<file path="src/rtl/core/assert_macros.svh">
// Assertion macros shared by the heap queue RTL.
`ifndef ASSERT_MACROS_SVH
`define ASSERT_MACROS_SVH

// Check that a property holds at every clock edge outside of reset.
`define MHPQ_ASSERT(lbl, prop, msg) \
  lbl: assert property (@(posedge clk_i) disable iff (!rst_ni) (prop)) \
    else $error(msg);

// Check that a trigger in one cycle is followed by a condition in the next cycle.
`define MHPQ_ASSERT_NEXT(lbl, pre, post, msg) \
  lbl: assert property (@(posedge clk_i) disable iff (!rst_ni) (pre) |=> (post)) \
    else $error(msg);

`endif

</file>
<file path="src/rtl/core/mhpq_pkg.sv">
// Types and codes shared by the heap priority queue modules.
package mhpq_pkg;

  // Operation codes. Any code other than insert or extract reads the root only.
  localparam logic [1:0] OP_INSERT  = 2'd0;
  localparam logic [1:0] OP_EXTRACT = 2'd1;

  // Result status codes.
  localparam logic [1:0] ST_OK      = 2'd0;
  localparam logic [1:0] ST_EMPTY   = 2'd1;
  localparam logic [1:0] ST_FULL    = 2'd2;
  localparam logic [1:0] ST_IGNORED = 2'd3;

  // One request on the input channel.
  typedef struct packed {
    logic [1:0]  operation;
    logic [31:0] score;
    logic [31:0] payload;
  } req_t;

  // One result on the output channel.
  typedef struct packed {
    logic [1:0]  status;
    logic [31:0] top_score;
    logic [31:0] top_payload;
    logic [6:0]  entry_count;
  } rsp_t;

  // Commands from the controller to the datapath, one per controller state.
  typedef struct packed {
    logic latch_in;
    logic decide;
    logic take_root;
    logic up_rd;
    logic up_cmp;
    logic dn_rd;
    logic dn_cmp;
    logic load_out;
  } cmd_t;

  // Status flags from the datapath to the controller.
  typedef struct packed {
    logic is_insert;
    logic is_extract;
    logic score_zero;
    logic full;
    logic empty;
    logic last_gone;
    logic at_root;
    logic no_left;
    logic up_swap;
    logic dn_swap;
  } sts_t;

  // Controller states, one-hot.
  typedef enum logic [7:0] {
    S_IDLE   = 8'b0000_0001,
    S_DECIDE = 8'b0000_0010,
    S_ROOT   = 8'b0000_0100,
    S_UP_RD  = 8'b0000_1000,
    S_UP_CMP = 8'b0001_0000,
    S_DN_RD  = 8'b0010_0000,
    S_DN_CMP = 8'b0100_0000,
    S_FIN    = 8'b1000_0000
  } state_e;

endpackage

</file>
<file path="src/rtl/core/mhpq_ctrl.sv">
// Sequencing state machine for the heap queue: accepts, sifts and hands off results.
`include "assert_macros.svh"

module mhpq_ctrl
  import mhpq_pkg::*;
(
  input  logic clk_i,
  input  logic rst_ni,
  input  logic req_valid_i,
  output logic req_ready_o,
  output logic rsp_valid_o,
  input  logic rsp_ready_i,
  input  sts_t sts_i,
  output cmd_t cmd_o
);

  state_e state_q, state_d;
  logic   rsp_valid_q, rsp_valid_d;

  // Next state and command decode.
  always_comb begin
    state_d     = state_q;
    cmd_o       = '0;
    req_ready_o = 1'b0;
    case (state_q)
      S_IDLE: begin
        req_ready_o = 1'b1;
        if (req_valid_i) begin
          cmd_o.latch_in = 1'b1;
          state_d        = S_DECIDE;
        end
      end
      S_DECIDE: begin
        cmd_o.decide = 1'b1;
        if (sts_i.is_insert) begin
          state_d = (sts_i.score_zero || sts_i.full) ? S_FIN : S_UP_RD;
        end else begin
          state_d = sts_i.empty ? S_FIN : S_ROOT;
        end
      end
      S_ROOT: begin
        cmd_o.take_root = 1'b1;
        state_d = (sts_i.is_extract && !sts_i.last_gone) ? S_DN_RD : S_FIN;
      end
      S_UP_RD: begin
        cmd_o.up_rd = 1'b1;
        state_d = sts_i.at_root ? S_FIN : S_UP_CMP;
      end
      S_UP_CMP: begin
        cmd_o.up_cmp = 1'b1;
        state_d = sts_i.up_swap ? S_UP_RD : S_FIN;
      end
      S_DN_RD: begin
        cmd_o.dn_rd = 1'b1;
        state_d = sts_i.no_left ? S_FIN : S_DN_CMP;
      end
      S_DN_CMP: begin
        cmd_o.dn_cmp = 1'b1;
        state_d = sts_i.dn_swap ? S_DN_RD : S_FIN;
      end
      S_FIN: begin
        // Wait for the output register to be free, then load the result.
        if (!rsp_valid_q || rsp_ready_i) begin
          cmd_o.load_out = 1'b1;
          state_d        = S_IDLE;
        end
      end
      default: begin
        state_d = S_IDLE;
      end
    endcase
  end

  // The output register holds a result until the consumer takes it.
  always_comb begin
    rsp_valid_d = rsp_valid_q;
    if (cmd_o.load_out) begin
      rsp_valid_d = 1'b1;
    end else if (rsp_ready_i) begin
      rsp_valid_d = 1'b0;
    end
  end

  always_ff @(posedge clk_i or negedge rst_ni) begin
    if (!rst_ni) begin
      state_q     <= S_IDLE;
      rsp_valid_q <= 1'b0;
    end else begin
      state_q     <= state_d;
      rsp_valid_q <= rsp_valid_d;
    end
  end

  assign rsp_valid_o = rsp_valid_q;

  `MHPQ_ASSERT(load_slot_free_a, cmd_o.load_out |-> (!rsp_valid_q || rsp_ready_i),
    "result loaded over one that was not taken")
  `MHPQ_ASSERT_NEXT(accept_then_decide_a, req_valid_i && req_ready_o, cmd_o.decide,
    "accepted request not decoded in the next cycle")
  `MHPQ_ASSERT(root_after_decide_a, cmd_o.take_root |-> $past(cmd_o.decide),
    "root taken without a preceding decode")

endmodule

</file>
<file path="config.mk">
export PLATFORM = sky130hd
export DESIGN_NAME = mhpq_ctrl
export DESIGN_NICKNAME = d
export VERILOG_FILES = /design/src/rtl/core/mhpq_pkg.sv /design/src/rtl/core/mhpq_ctrl.sv
export VERILOG_INCLUDE_DIRS = /design/src /design/src/rtl/core
export SDC_FILE = /design/constraint.sdc
export NUM_CORES = 1
export LEC_CHECK = 0
export BUFFER_PORTS_ARGS = -buffer_cell sky130_fd_sc_hd__buf_2
export CORE_MARGIN = 1
export CORE_UTILIZATION = 41
export DETAILED_ROUTE_END_ITERATION = 7
export GPL_ROUTABILITY_DRIVEN = 0
export PLACE_DENSITY = 0.79
export SYNTH_ARGS = -nofsm -noshare
export SYNTH_HDL_FRONTEND = slang
export SYNTH_SLANG_ARGS = --single-unit
export TNS_END_PERCENT = 1
</file>
<file path="constraint.sdc">
create_clock -name clk_i -period 1.4 [get_ports clk_i]
set_clock_uncertainty 0.05 [all_clocks]
set_input_delay 0.21 -clock clk_i [delete_from_list [all_inputs] [get_ports clk_i]]
set_output_delay 0.21 -clock clk_i [all_outputs]
set_load 0.05 [all_outputs]
</file>
## Yosys cells after proc, flatten, opt, wreduce, memory -nomap -nowiden

Cells that the tools add are included.
Widths: inputs -> output; s select.

| word-level totals | value |
|---|---|
| flip-flop bits (word level) | 9 |
| latch bits | 0 |
| memory bits (writable) | 0 |
| memory bits (read-only) | 0 |
| output and inout bits | 10 |
| memories | 0 |

| cells by class | value |
|---|---|
| add/sub/neg operators | 0 |
| $mul | 0 |
| divide/modulo/power cells | 0 |
| $lt $le $gt $ge | 0 |
| equal/unequal tests | 10 |
| shift-type cells | 0 |
| mux-type cells | 24 |
| bitwise operators | 0 |
| reduce and logical (&&, ||, !) cells | 7 |

Operator list:

| kind | count |
|---|---|
| $mux 8 | 10 |
| $pmux 8 s8 | 1 |
| $mux 1 | 13 |
| $eq 8x1->1 const B | 1 |
| $eq 8x2->1 const B | 1 |
| $eq 8x3->1 const B | 1 |
| $eq 8x4->1 const B | 1 |
| $eq 8x5->1 const B | 1 |
| $eq 8x6->1 const B | 1 |
| $eq 8x7->1 const B | 1 |
| $eq 8x8->1 const B | 1 |
| $ne 2x2->1 const B | 2 |
| $logic_not 1->1 | 2 |
| $logic_or 1x1->1 | 2 |
| $reduce_and 2->1 | 1 |
| $reduce_bool 2->1 | 1 |
| $logic_and 1x1->1 | 1 |

## Longest topological paths before layout

| logic depth | value |
|---|---|
| word-level depth | 5 |
| depth in mapped cells | 5 |

## Worst setup path after synthesis

No wires, ideal clock.

| path | value |
|---|---|
| kind | reg2out |
| from | register state_q[4] |
| to | output port cmd_o[7] (netlist bit) |
| arrival | 1.809 ns |
| setup slack | -0.669 ns |
| cell stages (with the launch flop) | 5 |
| cell sequence | dfrtp_1 > buf_6 > nor3_4 > and4_1 > and2_1 |

RTL lines:

| what | RTL line | source |
|---|---|---|
| start, declared | mhpq_ctrl.sv:17 | `state_e state_q, state_d;` |
| start signal, assigned | mhpq_ctrl.sv:89 | `state_q <= state_d;` |
| end, declared | mhpq_ctrl.sv:14 | `output cmd_t cmd_o` |

==> results.py <==
metrics = {
    "status": {
        "status": "finished, violations left",
        "violations": "negative setup slack",
    },
    "floorplan": {
        "die_area_mm2": 0.00167,
        "initial_core_util_pct": 45.9,
        "core.rowCount": 13,
        "num_io_pins": 24,
        "die_x_um": 40.9,
        "die_h_um": 40.9,
        "coreArea_mm2": 0.00135,
    },
    "clock_tree": {
        "clk_latency_ns": 0.27,
        "clock_sinks": 9,
        "cts_made_buffers": 3,
        "cts_tree": "built",
        "cts_buffer_depth": 2,
        "cts.clk_slew.worst_paths_ns": 0.07,
        "cts-root-buf": "clkbuf_4",
        "ctsHtreeMaxLevel": 1,
    },
    "grt": {
        "grtUsageTotal_pct": 30.5,
        "antenna_found_initial": 0,
        "grt_pass1_vias": 751,
        "grt_max_degree": 10,
        "grt_pass1_wl_mm": 3.17,
        "grt.overflow.total": 0,
    },
    "critical_path": {
        "worstSetupStartpointType": "flop",
        "crit_type": "reg2out",
        "critPathMaxFanout": 7,
        "required_ns": 1.14,
        "arrival_ns": 1.55,
        "endpoint_kind": "output port",
    },
    "final_layout": {
        "area_delta_synth_final_pct": 83.2,
        "insertedDiodeCount": 0,
        "fin_nets": 137,
        "drive_gt1_share_pct": 65.6,
        "fillerInstances": 74,
    },
    "detailed_routing": {
        "top_layer": "met4",
        "drc": 0,
        "postRouteAntennaNets": 0,
        "vias": 803,
        "drtPass1Iterations": 4,
        "drt_iter0_markers": 18,
        "route.layer.met1.wl_um": 954,
        "wl_mm": 2.49,
        "wl_met3_um": 177,
        "vias_per_cell": 5.86,
        "wl_per_cell_um": 18.2,
        "wl_met2_mm": 1.23,
    },
    "place": {
        "numPortBuffers": 23,
        "dpl.hpwl_mm": 1.45,
        "pre_cts_slack_ns": -0.217,
    },
    "yosys": {
        "async_reset_ff_share_pct": 100,
        "seq_area_frac_synth_pct": 36.6,
        "ys_warn_count": 0,
        "synthesis.nets": 82,
        "netlist_instances": 68,
        "synth_top_flop_cell": "dfrtp_1",
        "synth_cell_types": 31,
        "synth-seq-cells": 9,
        "syn-cell-area_um2": 619,
        "avgSynthCellArea_um2": 9.11,
        "synth_edf_count": 0,
    },
    "power": {
        "p_leak_uw": 0.000564,
        "worst_ir_drop_vdd_mv": 1.09,
        "p_per_area_mw_per_mm2": 1400,
    },
    "flow_run": {
        "maxCapViolCount": 0,
    },
    "timing": {
        "setup_viol": 12,
        "slew_viol_final": 0,
        "tightestPinTransition_ns": 0.355,
        "finalWorstSetupSlack_ns": -0.410,
        "relSlewSlack_pct": 76.3,
        "fin_crit_ns": 1.81,
        "rsz0062_at_grt": "true",
        "finalSetupTns_ns": -3.99,
        "holdWs_ns": 0.0633,
        "fin_crit_sh_pct": 129,
        "timing.final.hold_violations": 0,
        "fmax_ghz": 0.552,
    },
    "hold_path": {
        "hold_class": "in2reg",
    },
}
-- worst max-delay path, cell delays in order (launching register included) --
cell and delay, ns:
dfstp_2 0.43, nor3_4 0.37, nand2_2 0.13, nor3_4 0.17
buf_6 0.18
-- sequential cells by signal, summed over array words and instances (netlist names) --
| register | count |
|---|---|
| state_q | 8 |
| rsp_valid_o | 1 |
-- cell type report --
class                      count  area (um2)  share of cell area [%]
multi-input combinational     49         430                    37.9
timing repair buffer          52         399                    35.2
sequential                     9         230                    20.3
inverter                       8        30.0                    2.65
clock buffer                   4        26.3                    2.32
tap                           15        18.8                    1.65
-- layer usage --
metal | vias to the layer above | track usage (%)
met5 | - | 0
met4 | 0 | 14.2
met3 | 12 | 9.24
met2 | 46 | 55.5
met1 | 382 | 31.1
li1 | 363 | -
-- per-stage QoR --
stage          cell area [um2]  instances  power [uW]  util [%]
2_1_floorplan              637         68         857         -
3_3_place_gp               902        124        1140      66.8
3_5_place_dp               902        124        1150      66.8
4_1_cts                   1050        135        1460      77.8
5_1_grt                   1130        137        1660      84.1
6_report                  1130        137        1590      84.1
-- cells in the final DEF (no fill, tap or decap), drive strengths merged, types with 2 or more instances in the layout --
cell type	synthesis	layout
o311ai	2	2
nor3	6	6
nand4	4	4
nand2	3	3
nor2b	4	4
and3	3	3
nand2b	2	2
and2	2	2
nor2	4	4
a21oi	2	2
nor4	2	2
nand3	2	2
a31oi	3	3
inv	8	8
clkbuf	0	4
buf	2	51
dfrtp	8	8
nor3b	2	2
-- logic make-up (layout without fill, tap and decap cells) --
logic type      Yosys count  count (layout)  share of synthesized area (%)
simple gates             35              35                           38.6
compound gates           14              14                           17.0
buf+inv                  10              64                           7.88
flops                     9               9                           36.6
-- repair_timing --
item                       CTS  global route
setup buffers                6             2
pin swaps                    5             9
gates resized for setup     22            15
hold endpoints to repair     9             0
setup endpoints to repair   14            16
hold buffers                 1             0
-- cell usage after synthesis (2+ instances only) --
cell type	number	area, um2
a21oi_1	2	10.0
a31oi_1	3	18.8
and2_1	2	12.5
and3_2	3	22.5
dfrtp_1	8	200
inv_1	8	30.0
nand2_1	3	11.3
nand2b_1	2	12.5
nand3_1	2	10.0
nand4_1	3	18.8
nor2_1	4	15.0
nor2b_1	4	25.0
nor3_1	2	10.0
nor3_2	3	30.0
nor3b_1	2	15.0
o311ai_1	2	17.5
-- worst paths after layout --
path                                              from                      end  slack [ns]  cells after the start
max in group asynchronous                       rst_ni   state_q[0]$_DFFE_PN1P_        0.77                      2
min in group asynchronous                       rst_ni  rsp_valid_o$_DFFE_PN0P_        0.28                      2
worst min-delay path                          sts_i[5]   state_q[2]$_DFFE_PN0P_        0.06                      2
worst min register to register  state_q[7]$_DFFE_PN0P_   state_q[6]$_DFFE_PN0P_        0.50                      1
worst max register to register  state_q[3]$_DFFE_PN0P_   state_q[7]$_DFFE_PN0P_       -0.33                      7
worst max-delay path            state_q[0]$_DFFE_PN1P_                 cmd_o[2]       -0.41                      4
-- report_power, final --
part / internal (uW) / switching, uW
clock network: 110 / 107
registers: 315 / 89.4
logic: 442 / 527
Power figures use the tool's default switching activity.
